[config.mk]
export PLATFORM = sky130hd
export DESIGN_NAME = thermocouple_scratchpad_decoder_flat
export DESIGN_NICKNAME = d
export VERILOG_FILES = /design/src/sv/tcsd_pkg.sv /design/src/sv/tcsd_in_if.sv /design/src/sv/tcsd_out_if.sv /design/src/sv/tcsd_front.sv /design/src/sv/tcsd_queue.sv /design/src/sv/tcsd_back.sv /design/src/sv/thermocouple_scratchpad_decoder.sv /design/src/flat_wrapper.sv
export SDC_FILE = /design/constraint.sdc
export NUM_CORES = 1
export LEC_CHECK = 0
export ABC_AREA = 1
export BUFFER_PORTS_ARGS = -buffer_cell sky130_fd_sc_hd__buf_4
export CELL_PAD_IN_SITES_DETAIL_PLACEMENT = 0
export CELL_PAD_IN_SITES_GLOBAL_PLACEMENT = 1
export CORE_UTILIZATION = 44
export CTS_BUF_LIST = sky130_fd_sc_hd__clkbuf_16
export DETAILED_ROUTE_END_ITERATION = 8
export PLACE_DENSITY = 0.79
export SYNTH_ARGS = -nofsm -noshare
export SYNTH_HDL_FRONTEND = slang
export SYNTH_HIERARCHICAL = 1
export SYNTH_SLANG_ARGS = --single-unit
[constraint.sdc]
create_clock -name clk -period 3.97 [get_ports clk]
set_input_delay 0.794 -clock clk [delete_from_list [all_inputs] [get_ports clk]]
set_output_delay 0.794 -clock clk [all_outputs]
set_load 0.1 [all_outputs]
[src/sv/tcsd_pkg.sv]
package tcsd_pkg;

	localparam int FRAME_BYTES = 9;
	localparam int IDX_W = 4;
	localparam int QUEUE_DEPTH = 2;

	localparam logic [IDX_W-1:0] IDX_LAST = IDX_W'(FRAME_BYTES - 1);
	localparam logic [IDX_W-1:0] IDX_THERMO_LO = IDX_W'(0);
	localparam logic [IDX_W-1:0] IDX_THERMO_HI = IDX_W'(1);
	localparam logic [IDX_W-1:0] IDX_JUNC_LO = IDX_W'(2);
	localparam logic [IDX_W-1:0] IDX_JUNC_HI = IDX_W'(3);

	localparam logic [7:0] CRC_POLY = 8'h8C;
	localparam logic [2:0] FLAG_OC = 3'h1;
	localparam logic [2:0] FLAG_SCG = 3'h2;
	localparam logic [2:0] FLAG_SCV = 3'h4;
	localparam logic [2:0] FLAG_MASK = FLAG_OC | FLAG_SCG | FLAG_SCV;

	localparam int TEMP_W = 19;
	localparam int CJ_W = 15;
	localparam int THERMO_W = 14;
	localparam int JUNC_W = 12;
	localparam int CJ_PROD_W = 17;

	localparam logic signed [TEMP_W-1:0] TC_SCALE = TEMP_W'(25);
	// 625 / 100 reduces to 25 / 4
	localparam logic signed [CJ_PROD_W-1:0] CJ_SCALE = CJ_PROD_W'(25);
	localparam logic signed [CJ_PROD_W-1:0] CJ_ROUND = CJ_PROD_W'(3);
	localparam int CJ_SHIFT = 2;

	typedef struct packed {
		logic                crc_ok;
		logic [THERMO_W-1:0] thermo;
		logic [JUNC_W-1:0]   junction;
		logic [2:0]          flags;
	} frame_t;

	function automatic logic [7:0] crc8_byte(input logic [7:0] crc, input logic [7:0] b);
		logic [7:0] c;
		logic [7:0] d;
		c = crc;
		d = b;
		for (int k = 0; k < 8; k++) begin
			if (c[0] ^ d[0]) begin
				c = (c >> 1) ^ CRC_POLY;
			end else begin
				c = c >> 1;
			end
			d = d >> 1;
		end
		return c;
	endfunction

endpackage

[src/sv/tcsd_in_if.sv]
interface tcsd_in_if;
	logic       valid;
	logic       ready;
	logic [7:0] data_byte;

	modport source(output valid, output data_byte, input ready);
	modport sink(input valid, input data_byte, output ready);
endinterface

[src/sv/tcsd_out_if.sv]
interface tcsd_out_if;
	logic                                valid;
	logic                                ready;
	logic                                status;
	logic signed [tcsd_pkg::TEMP_W-1:0] temperature_centi;
	logic signed [tcsd_pkg::CJ_W-1:0]   cold_junction_centi;
	logic [2:0]                          fault_flags;

	modport source(output valid, output status, output temperature_centi,
		output cold_junction_centi, output fault_flags, input ready);
	modport sink(input valid, input status, input temperature_centi,
		input cold_junction_centi, input fault_flags, output ready);
endinterface

[src/sv/tcsd_front.sv]
module tcsd_front (
	input  logic              clk,
	input  logic              arst_n,
	tcsd_in_if.sink           scratch,
	output logic              frame_valid,
	output tcsd_pkg::frame_t  frame,
	input  logic              frame_ready
);

	logic [tcsd_pkg::IDX_W-1:0]    byte_index_q;
	logic [7:0]                    crc_q;
	logic [tcsd_pkg::THERMO_W-1:0] thermo_q;
	logic [tcsd_pkg::JUNC_W-1:0]   junction_q;
	logic                          first_lsb_q;
	logic [2:0]                    fault_q;
	logic                          last;
	logic                          accept;

	assign last = byte_index_q >= tcsd_pkg::IDX_LAST;
	assign scratch.ready = !last || frame_ready;
	assign accept = scratch.valid && scratch.ready;

	assign frame_valid = scratch.valid && last;
	always_comb begin
		frame.crc_ok = crc_q == scratch.data_byte;
		frame.thermo = thermo_q;
		frame.junction = junction_q;
		frame.flags = first_lsb_q ? (fault_q & tcsd_pkg::FLAG_MASK) : 3'b000;
	end

	always_ff @(posedge clk or negedge arst_n) begin
		if (!arst_n) begin
			byte_index_q <= '0;
			crc_q <= '0;
		end else if (accept) begin
			if (last) begin
				byte_index_q <= '0;
				crc_q <= '0;
			end else begin
				byte_index_q <= byte_index_q + tcsd_pkg::IDX_W'(1);
				crc_q <= tcsd_pkg::crc8_byte(crc_q, scratch.data_byte);
			end
		end
	end

	always_ff @(posedge clk) begin
		if (accept && !last) begin
			case (byte_index_q)
				tcsd_pkg::IDX_THERMO_LO: begin
					thermo_q[5:0] <= scratch.data_byte[7:2];
					first_lsb_q <= scratch.data_byte[0];
				end
				tcsd_pkg::IDX_THERMO_HI: begin
					thermo_q[13:6] <= scratch.data_byte;
				end
				tcsd_pkg::IDX_JUNC_LO: begin
					junction_q[3:0] <= scratch.data_byte[7:4];
					fault_q <= scratch.data_byte[2:0];
				end
				tcsd_pkg::IDX_JUNC_HI: begin
					junction_q[11:4] <= scratch.data_byte;
				end
				default: begin
				end
			endcase
		end
	end

endmodule

[src/sv/tcsd_queue.sv]
module tcsd_queue #(
	parameter int DEPTH = tcsd_pkg::QUEUE_DEPTH
) (
	input  logic             clk,
	input  logic             arst_n,
	input  logic             push_valid,
	input  tcsd_pkg::frame_t push_data,
	output logic             push_ready,
	output logic             pop_valid,
	output tcsd_pkg::frame_t pop_data,
	input  logic             pop_ready
);

	localparam int AW = (DEPTH > 1) ? $clog2(DEPTH) : 1;
	localparam int CW = $clog2(DEPTH + 1);
	localparam logic [AW-1:0] PTR_LAST = AW'(DEPTH - 1);
	localparam logic [CW-1:0] COUNT_FULL = CW'(DEPTH);

	tcsd_pkg::frame_t entries_q [DEPTH];
	logic [AW-1:0]    wr_ptr_q;
	logic [AW-1:0]    rd_ptr_q;
	logic [CW-1:0]    count_q;
	logic             push;
	logic             pop;

	assign push_ready = count_q != COUNT_FULL;
	assign pop_valid = count_q != '0;
	assign pop_data = entries_q[rd_ptr_q];
	assign push = push_valid && push_ready;
	assign pop = pop_valid && pop_ready;

	always_ff @(posedge clk or negedge arst_n) begin
		if (!arst_n) begin
			wr_ptr_q <= '0;
			rd_ptr_q <= '0;
			count_q <= '0;
		end else begin
			if (push) begin
				wr_ptr_q <= (wr_ptr_q == PTR_LAST) ? '0 : wr_ptr_q + AW'(1);
			end
			if (pop) begin
				rd_ptr_q <= (rd_ptr_q == PTR_LAST) ? '0 : rd_ptr_q + AW'(1);
			end
			case ({push, pop})
				2'b10: count_q <= count_q + CW'(1);
				2'b01: count_q <= count_q - CW'(1);
				default: count_q <= count_q;
			endcase
		end
	end

	always_ff @(posedge clk) begin
		if (push) begin
			entries_q[wr_ptr_q] <= push_data;
		end
	end

endmodule

[src/sv/tcsd_back.sv]
module tcsd_back (
	input  logic             clk,
	input  logic             arst_n,
	input  logic             frame_valid,
	input  tcsd_pkg::frame_t frame,
	output logic             frame_ready,
	tcsd_out_if.source       result
);

	logic signed [tcsd_pkg::TEMP_W-1:0]    tc_c;
	logic signed [tcsd_pkg::CJ_PROD_W-1:0] cj_prod;
	logic signed [tcsd_pkg::CJ_PROD_W-1:0] cj_adj;
	logic signed [tcsd_pkg::CJ_W-1:0]      cj_c;
	logic                                  valid_q;
	logic                                  status_q;
	logic signed [tcsd_pkg::TEMP_W-1:0]    temp_q;
	logic signed [tcsd_pkg::CJ_W-1:0]      cj_q;
	logic [2:0]                            flags_q;
	logic                                  load;

	always_comb begin
		tc_c = tcsd_pkg::TEMP_W'($signed(frame.thermo)) * tcsd_pkg::TC_SCALE;
		cj_prod = tcsd_pkg::CJ_PROD_W'($signed(frame.junction)) * tcsd_pkg::CJ_SCALE;
		// truncate toward zero
		cj_adj = cj_prod[tcsd_pkg::CJ_PROD_W-1] ? cj_prod + tcsd_pkg::CJ_ROUND : cj_prod;
		cj_c = tcsd_pkg::CJ_W'(cj_adj >>> tcsd_pkg::CJ_SHIFT);
	end

	assign frame_ready = !valid_q || result.ready;
	assign load = frame_valid && frame_ready;

	always_ff @(posedge clk or negedge arst_n) begin
		if (!arst_n) begin
			valid_q <= 1'b0;
		end else if (frame_ready) begin
			valid_q <= frame_valid;
		end
	end

	always_ff @(posedge clk) begin
		if (load) begin
			status_q <= !frame.crc_ok;
			temp_q <= frame.crc_ok ? tc_c : '0;
			cj_q <= frame.crc_ok ? cj_c : '0;
			flags_q <= frame.crc_ok ? frame.flags : 3'b000;
		end
	end

	assign result.valid = valid_q;
	assign result.status = status_q;
	assign result.temperature_centi = temp_q;
	assign result.cold_junction_centi = cj_q;
	assign result.fault_flags = flags_q;

endmodule

[src/sv/thermocouple_scratchpad_decoder.sv]
// Scratchpad decoder for a 1-Wire thermocouple converter.
// Channel scratch (sink): one scratchpad byte per transaction, nine bytes a
// frame, byte 0 first. Bytes 0 to 7 feed a reflected CRC-8 (poly 0x8C) and
// bytes 0 to 3 are kept; byte 8 is the received CRC.
// Channel result (source): one transaction per frame with status, the
// thermocouple and cold-junction temperatures in hundredths of a degree and
// the fault flags. On a CRC mismatch status is 1 and the other fields are 0.
// Throughput: one byte per cycle while the last byte is not held off; the
// CRC of a byte is computed in the cycle it is taken.
// Path: the frame taken with the ninth byte passes a two-entry queue and
// the scaling multiply ahead of the output register.
// Stall: while result is stalled, up to the queue depth plus one decoded
// frames wait; bytes 0 to 7 of the next frame are always taken, the last
// byte is held off (ready low) only while the queue is full.
// Reset: byte count and CRC clear, queue and output register empty.
module thermocouple_scratchpad_decoder #(
	parameter int QUEUE_DEPTH = tcsd_pkg::QUEUE_DEPTH
) (
	input logic        clk,
	input logic        arst_n,
	tcsd_in_if.sink    scratch,
	tcsd_out_if.source result
);

	logic             push_valid;
	logic             push_ready;
	tcsd_pkg::frame_t push_data;
	logic             pop_valid;
	logic             pop_ready;
	tcsd_pkg::frame_t pop_data;

	tcsd_front u_front (
		.clk         (clk),
		.arst_n      (arst_n),
		.scratch     (scratch),
		.frame_valid (push_valid),
		.frame       (push_data),
		.frame_ready (push_ready)
	);

	tcsd_queue #(
		.DEPTH (QUEUE_DEPTH)
	) u_queue (
		.clk        (clk),
		.arst_n     (arst_n),
		.push_valid (push_valid),
		.push_data  (push_data),
		.push_ready (push_ready),
		.pop_valid  (pop_valid),
		.pop_data   (pop_data),
		.pop_ready  (pop_ready)
	);

	tcsd_back u_back (
		.clk         (clk),
		.arst_n      (arst_n),
		.frame_valid (pop_valid),
		.frame       (pop_data),
		.frame_ready (pop_ready),
		.result      (result)
	);

endmodule

[src/flat_wrapper.sv]
// flat-port wrapper written by rule: the top's interface ports become plain ports
module thermocouple_scratchpad_decoder_flat 
#(
	parameter int QUEUE_DEPTH = tcsd_pkg::QUEUE_DEPTH
)
  (clk, arst_n, scratch_valid, scratch_data_byte, scratch_ready, result_valid, result_status, result_temperature_centi, result_cold_junction_centi, result_fault_flags, result_ready);
  tcsd_in_if scratch_i ();
  tcsd_out_if result_i ();
  input logic clk;
  input logic arst_n;
  input wire logic [$bits(scratch_i.valid)-1:0] scratch_valid;
  input wire logic [$bits(scratch_i.data_byte)-1:0] scratch_data_byte;
  output wire logic [$bits(scratch_i.ready)-1:0] scratch_ready;
  output wire logic [$bits(result_i.valid)-1:0] result_valid;
  output wire logic [$bits(result_i.status)-1:0] result_status;
  output wire logic [$bits(result_i.temperature_centi)-1:0] result_temperature_centi;
  output wire logic [$bits(result_i.cold_junction_centi)-1:0] result_cold_junction_centi;
  output wire logic [$bits(result_i.fault_flags)-1:0] result_fault_flags;
  input wire logic [$bits(result_i.ready)-1:0] result_ready;
  assign scratch_i.valid = scratch_valid;
  assign scratch_i.data_byte = scratch_data_byte;
  assign scratch_ready = scratch_i.ready;
  assign result_valid = result_i.valid;
  assign result_status = result_i.status;
  assign result_temperature_centi = result_i.temperature_centi;
  assign result_cold_junction_centi = result_i.cold_junction_centi;
  assign result_fault_flags = result_i.fault_flags;
  assign result_i.ready = result_ready;
  thermocouple_scratchpad_decoder #(.QUEUE_DEPTH(QUEUE_DEPTH)) u_core (.clk(clk), .arst_n(arst_n), .scratch(scratch_i), .result(result_i));
endmodule
==> Yosys cells after proc, flatten, opt, wreduce, memory -nomap -nowiden <==
Memories as Yosys holds them, arrays and structs flattened.
Cells that the tools add are included.
{ "op_classes": {"add_sub_neg": 6, "n_mul": 2, "n_lt_le_gt_ge": 1, "eq_ne": 7, "muxes": 31, "bitwise_logic": 16, "n_reduce_logical": 18} }
{ "op_table": {"columns": ["operator", "count"], "rows": [
  ["$mux W8", 23],
  ["$not A2 Y3", 8],
  ["$mul A14 B6 Y19 const B", 1],
  ["$add A17 B3 Y17 const B", 1],
  ["$mul A12 B6 Y17 const B", 1],
  ["$mux W16", 1],
  ["$reduce_and A2 Y1", 5],
  ["$eq A4 B2 Y1 const B", 2],
  ["$eq A8 B8 Y1", 1],
  ["$xor A1 B1 Y1", 8],
  ["$logic_and A1 B1 Y1", 5],
  ["$add A4 B1 Y4 const B", 1],
  ["$eq A4 B1 Y1 const B", 1],
  ["$ge A4 B4 Y1 const B", 1],
  ["$logic_not A4 Y1", 1],
  ["$mux W1", 4],
  ["$mux W4", 1],
  ["$pmux W2 S2", 1],
  ["$reduce_bool A2 Y1", 2],
  ["$logic_not A1 Y1", 3],
  ["$mux W3", 1],
  ["$add A1 B1 Y1 const B", 2],
  ["$add A2 B1 Y2 const B", 1],
  ["$eq A2 B1 Y1 const B", 1],
  ["other kinds (4)", 5]
]} }
{ "word_totals": {"reg_bits": 85, "ram_bits": 60, "out_inout_bits": 40, "word_cells": 99, "mem_count": 1} }
{ "memory_table": {"columns": ["name", "depth", "word_bits", "read_ports", "rd_ports_with_merged_regs", "wr", "line", "rtl"], "rows": [
  ["u_core.u_queue.entries_q", 2, 30, 1, 0, 1, "tcsd_queue.sv:19", "tcsd_pkg::frame_t entries_q [DEPTH];"]
]} }

==> Logic depth before layout (Yosys ltp) <==
{ "depth": {"depth_word": 32, "ltp_mapped": 25, "depth_no_buf": 24} }

==> By module <==
Netlist, hierarchy kept.
{ "by_module_without_submodules": {"columns": ["module", "n_inst", "cells_each", "area_per_inst_um2", "seq_area_each_um2"], "rows": [
  ["tcsd_back", 1, 558, 4479.3, 1166.1],
  ["tcsd_queue", 1, 186, 2394.8, 1901.8],
  ["tcsd_front", 1, 163, 1831.8, 1201.2]
]} }

==> Worst setup path before layout <==
Ideal clock, no wire load.
{ "synth_path": {"path_kind": "register to register", "from": "register u_core.u_queue.rd_ptr_q", "to": "register u_core.u_back.cj_q, in the netlist u_core/u_back/result.cold_junction_centi[13] (data pin)", "setup_time_ps": 255, "arrival_time_ps": 3557, "required_ps": 3715, "path_slack_ps": 158, "path_stages_with_launch": 23, "n_path_buf": 1, "cell_sequence": "dfrtp_1 inv_2 buf_2 nand2_1 nand2_1 inv_1 ha_1 inv_1 fa_1 ha_1 ha_1 inv_1 fa_1 inv_1 nand3_1 nor2_1 nand2_1 nor2_2 nand3_1 nor2_4 nand3_1 nand2_1 nor2_1"} }
{ "synth_lines": {"columns": ["element", "line", "rtl"], "rows": [
  ["start: declaration", "tcsd_queue.sv:21", "logic [AW-1:0] rd_ptr_q;"],
  ["start signal: assignment", "tcsd_queue.sv:42", "rd_ptr_q <= (rd_ptr_q == PTR_LAST) ? '0 : rd_ptr_q + AW'(1);"],
  ["end signal: assignment", "tcsd_back.sv:44", "cj_q <= frame.crc_ok ? cj_c : '0;"],
  ["end: declaration", "tcsd_back.sv:17", "logic signed [tcsd_pkg::CJ_W-1:0] cj_q;"]
]} }

==> impl_metrics.json <==
{
  "netlist_instances": 907,
  "grt_max_degree": 39,
  "setup_viol": 0,
  "grt_pass1_vias": 5398,
  "rsz0062_at_grt": "true",
  "hpwl_um": 11900,
  "period_needed_ns": 3.74,
  "core_area_sq_mm": 0.0194,
  "hold_class": "input pin to asynchronous set/reset pin",
  "ys.flop_type": "edfxtp_1",
  "diodes": 0,
  "avgSynthCellArea_sq_um": 9.60,
  "worstPathMaxFanout": 5,
  "finalHoldViolCount": 0,
  "critPathMaxStageDelay_ns": 0.45,
  "synth_edf_count": 128,
  "synth.most_common_cell": "nand2_1",
  "crit_chain": "buf_4, nand2_1, nand2_2, ha_1, inv_1, fa_1, ha_1, ha_2, inv_1, fa_2, inv_2, nand3_1, nor2_1, nand2_1, nor2_2, nand3_2, nor2_4, nand3_1, nand2_1, nor2_1",
  "yosysTopAreaCell": "edfxtp_1",
  "syn_area_sq_mm": 0.00871,
  "synth_top_cell_area_share": 0.442,
  "final_util": 0.525,
  "yosysUniqueCellTypes": 38,
  "routabilityCongestion": 0.856,
  "drt-wirelength-per-cell_um": 12.3,
  "overflow": 0,
  "ant_nets": 0,
  "finalNetCount": 1103,
  "tightest_slew_ns": 0.658,
  "vias_per_cell": 4.65,
  "fin_crit_sh": 0.943,
  "num_vias": 5871,
  "postCtsHoldBufs": 0,
  "ys_seq_area_frac": 0.490,
  "fmaxAchievable_mhz": 267,
  "clock_skew_ns": 0.00815,
  "root_buffer": "clkbuf_16",
  "crit_buf_inv": 4,
  "synth_common_cells": "252 x nand2_1, 148 x inv_1, 128 x edfxtp_1",
  "synthArstFlopShare": 0.117,
  "path_clk_slew_ns": 0.06,
  "worstPathRequired_ns": 4.15,
  "worst_path_max_delay_cell": "dfrtp_2",
  "critPathKind": "flop to flop",
  "cts_tree": "built",
  "grt.total_usage": 0.164,
  "area_delta_synth_final_pct": 17.0,
  "cts_made_buffers": 17,
  "die_h_um": 143,
  "rows": 51,
  "synth_warnings": 6,
  "outcome": "complete, no violations",
  "setup_ws_ns": 0.225,
  "drive_gt1_frac": 0.162,
  "path_common_cell": "nand2_1",
  "antenna_found_initial": 0,
  "die_x_um": 143,
  "maxCapViolCount": 0,
  "initial_core_util": 0.449,
  "firstDrtPassIters": 4,
  "ys_ff_latch": 145,
  "cts_buffer_depth": 2,
  "htreeDepth": 4,
  "worstPathArrival_ns": 3.92,
  "wirelength_um": 15600,
  "drtIter0Drc": 278,
  "die_area_sq_mm": 0.0204,
  "placement.io_buffers": 51,
  "synth_area_leaders": "edfxtp_1 44%, ha_1 12%, nand2_1 11%, inv_1 6.4%, fa_1 5.1%",
  "synthesis.nets": 1026,
  "grt_pass1_wl_um": 25700,
  "max_slew_margin": 0.560,
  "end_kind": "flop",
  "finalMaxSlewViolations": 0,
  "clk_latency_ns": 0.42,
  "cp_top_family": "adder cells",
  "cts_sinks": 145,
  "drc": 0,
  "io_pins": 52,
  "place_ws_ns": 0.0856,
  "cp-start-kind": "flop"
}
per-stage QoR:
step / TNS [ns] / hold slack, ns / cells / instance area, sq um
final: 0 / 0.234 / 1262 / 10200
after global routing: -0.0326 / 0.235 / 1262 / 10200
after CTS: 0 / 0.226 / 1260 / 10100
after detailed placement: 0 / 0.434 / 1228 / 9510
after global placement: 0 / 0.424 / 1228 / 9510
after floorplan: 0 / 0.421 / 907 / 8710
flip-flops by register name, summed over array words and instances, names as in the netlist:
signal                                    cells
u_core/u_back/result.cold_junction_centi     15
u_core/u_back/result.fault_flags              3
u_core/u_back/result.status                   1
u_core/u_back/result.temperature_centi       19
u_core/u_back/result.valid                    1
u_core/u_front/byte_index_q                   4
u_core/u_front/crc_q                          8
u_core/u_front/fault_q                        3
u_core/u_front/first_lsb_q                    1
u_core/u_front/junction_q                    12
u_core/u_front/thermo_q                      14
u_core/u_queue/count_q                        2
u_core/u_queue/entries_q                     60
u_core/u_queue/rd_ptr_q                       1
u_core/u_queue/wr_ptr_q                       1
final cells by class:
class | instances | area (sq um)
clock buffers | 17 | 425
clock inverters | 15 | 155
fillers | 1770 | 9220
inverters | 164 | 621
multi-input cells | 589 | 3860
flip-flops and latches | 145 | 4270
well taps | 265 | 332
repair buffers | 67 | 519
worst reg2reg max path, stage by stage, from the launching register on:
cell and delay, ns:
dfrtp_2 0.45, buf_4 0.16, nand2_1 0.07, nand2_2 0.08
ha_1 0.29, inv_1 0.05, fa_1 0.45, ha_1 0.31
ha_2 0.20, inv_1 0.07, fa_2 0.44, inv_2 0.08
nand3_1 0.08, nor2_1 0.14, nand2_1 0.08, nor2_2 0.13
nand3_2 0.13, nor2_4 0.13, nand3_1 0.07, nand2_1 0.07
nor2_1 0.04
timing repair:
action / in CTS / in global routing
buffers inserted: 0 / 2
gates resized for setup: 0 / 19
endpoints found under the setup margin: 0 / 10
per-layer routing:
layer | part of all wire | wire length [um] | vias up | track usage
met1 | 0.50 | 7720 | 2666 | 0.217
met2 | 0.46 | 7180 | 97 | 0.268
met3 | 0.036 | 558 | 9 | 0.0359
li1 | - | - | 3099 | -
met4 | 0.0079 | 123 | 0 | 0.0549
met5 | 0 | 0 | - | 0
worst paths after layout:
kind | startpoint | end | slack, ns | cells past startpoint
max in group asynchronous | arst_n | u_core/u_queue/rd_ptr_q$_DFFE_PN0P_ | 3.51 | 1
min in group clk | u_core/u_front/thermo_q[7]$_DFFE_PP_ | u_core/u_queue/entries_q[0][22]$_DFFE_PP_ | 0.45 | 0
hold reg to reg | u_core/u_front/thermo_q[7]$_DFFE_PP_ | u_core/u_queue/entries_q[0][22]$_DFFE_PP_ | 0.45 | 0
hold / removal | arst_n | u_core/u_front/crc_q[3]$_DFFE_PN0P_ | 0.23 | 1
setup reg to reg | u_core/u_queue/rd_ptr_q$_DFFE_PN0P_ | u_core/u_back/result.cold_junction_centi[13]$_SDFFCE_PN0P_ | 0.23 | 20
setup / recovery | u_core/u_queue/rd_ptr_q$_DFFE_PN0P_ | u_core/u_back/result.cold_junction_centi[13]$_SDFFCE_PN0P_ | 0.23 | 20
cells by family after synthesis:
family                   after synthesis  share of synthesized area
buffers and inverters                173                     0.0757
AND/OR/NAND/NOR                      381                      0.190
AO/OA/AOI/OAI                         78                     0.0471
flip-flops                           145                      0.490
XOR/XNOR                              23                     0.0240
adder cells (fa/ha/maj)              107                      0.173
cells in the final DEF (no fill, tap or decap), types with 2 or more instances in the layout:
| cell type | netlist | final |
|---|---|---|
| xor2_1 | 10 | 10 |
| inv_1 | 148 | 148 |
| dfrtp_1 | 17 | 16 |
| a21oi_2 | 2 | 2 |
| clkinv_4 | 0 | 2 |
| fa_1 | 22 | 21 |
| clkinv_2 | 0 | 2 |
| nor2_2 | 6 | 8 |
| clkinv_1 | 3 | 4 |
| or2_1 | 2 | 2 |
| bufinv_16 | 0 | 2 |
| nand4_1 | 7 | 7 |
| nor3_2 | 2 | 2 |
| o21ai_0 | 27 | 27 |
| nand2_2 | 14 | 20 |
| o21a_1 | 2 | 2 |
| nor2_4 | 2 | 2 |
| ha_1 | 85 | 81 |
| inv_2 | 12 | 12 |
| nand3_1 | 43 | 41 |
| a21oi_1 | 36 | 35 |
| ha_4 | 0 | 3 |
| clkbuf_16 | 0 | 17 |
| xnor2_1 | 12 | 12 |
| edfxtp_1 | 128 | 128 |
| nor2_1 | 40 | 38 |
| nand3_2 | 3 | 5 |
| buf_4 | 0 | 65 |
| inv_6 | 0 | 6 |
| nor3_1 | 5 | 5 |
| nand2_1 | 252 | 246 |
| inv_4 | 1 | 2 |
| o21ai_1 | 7 | 7 |
Power is left out: the tool's default activity adds up to more than one toggle a clock period on the data nets, which glitch-free logic cannot reach.
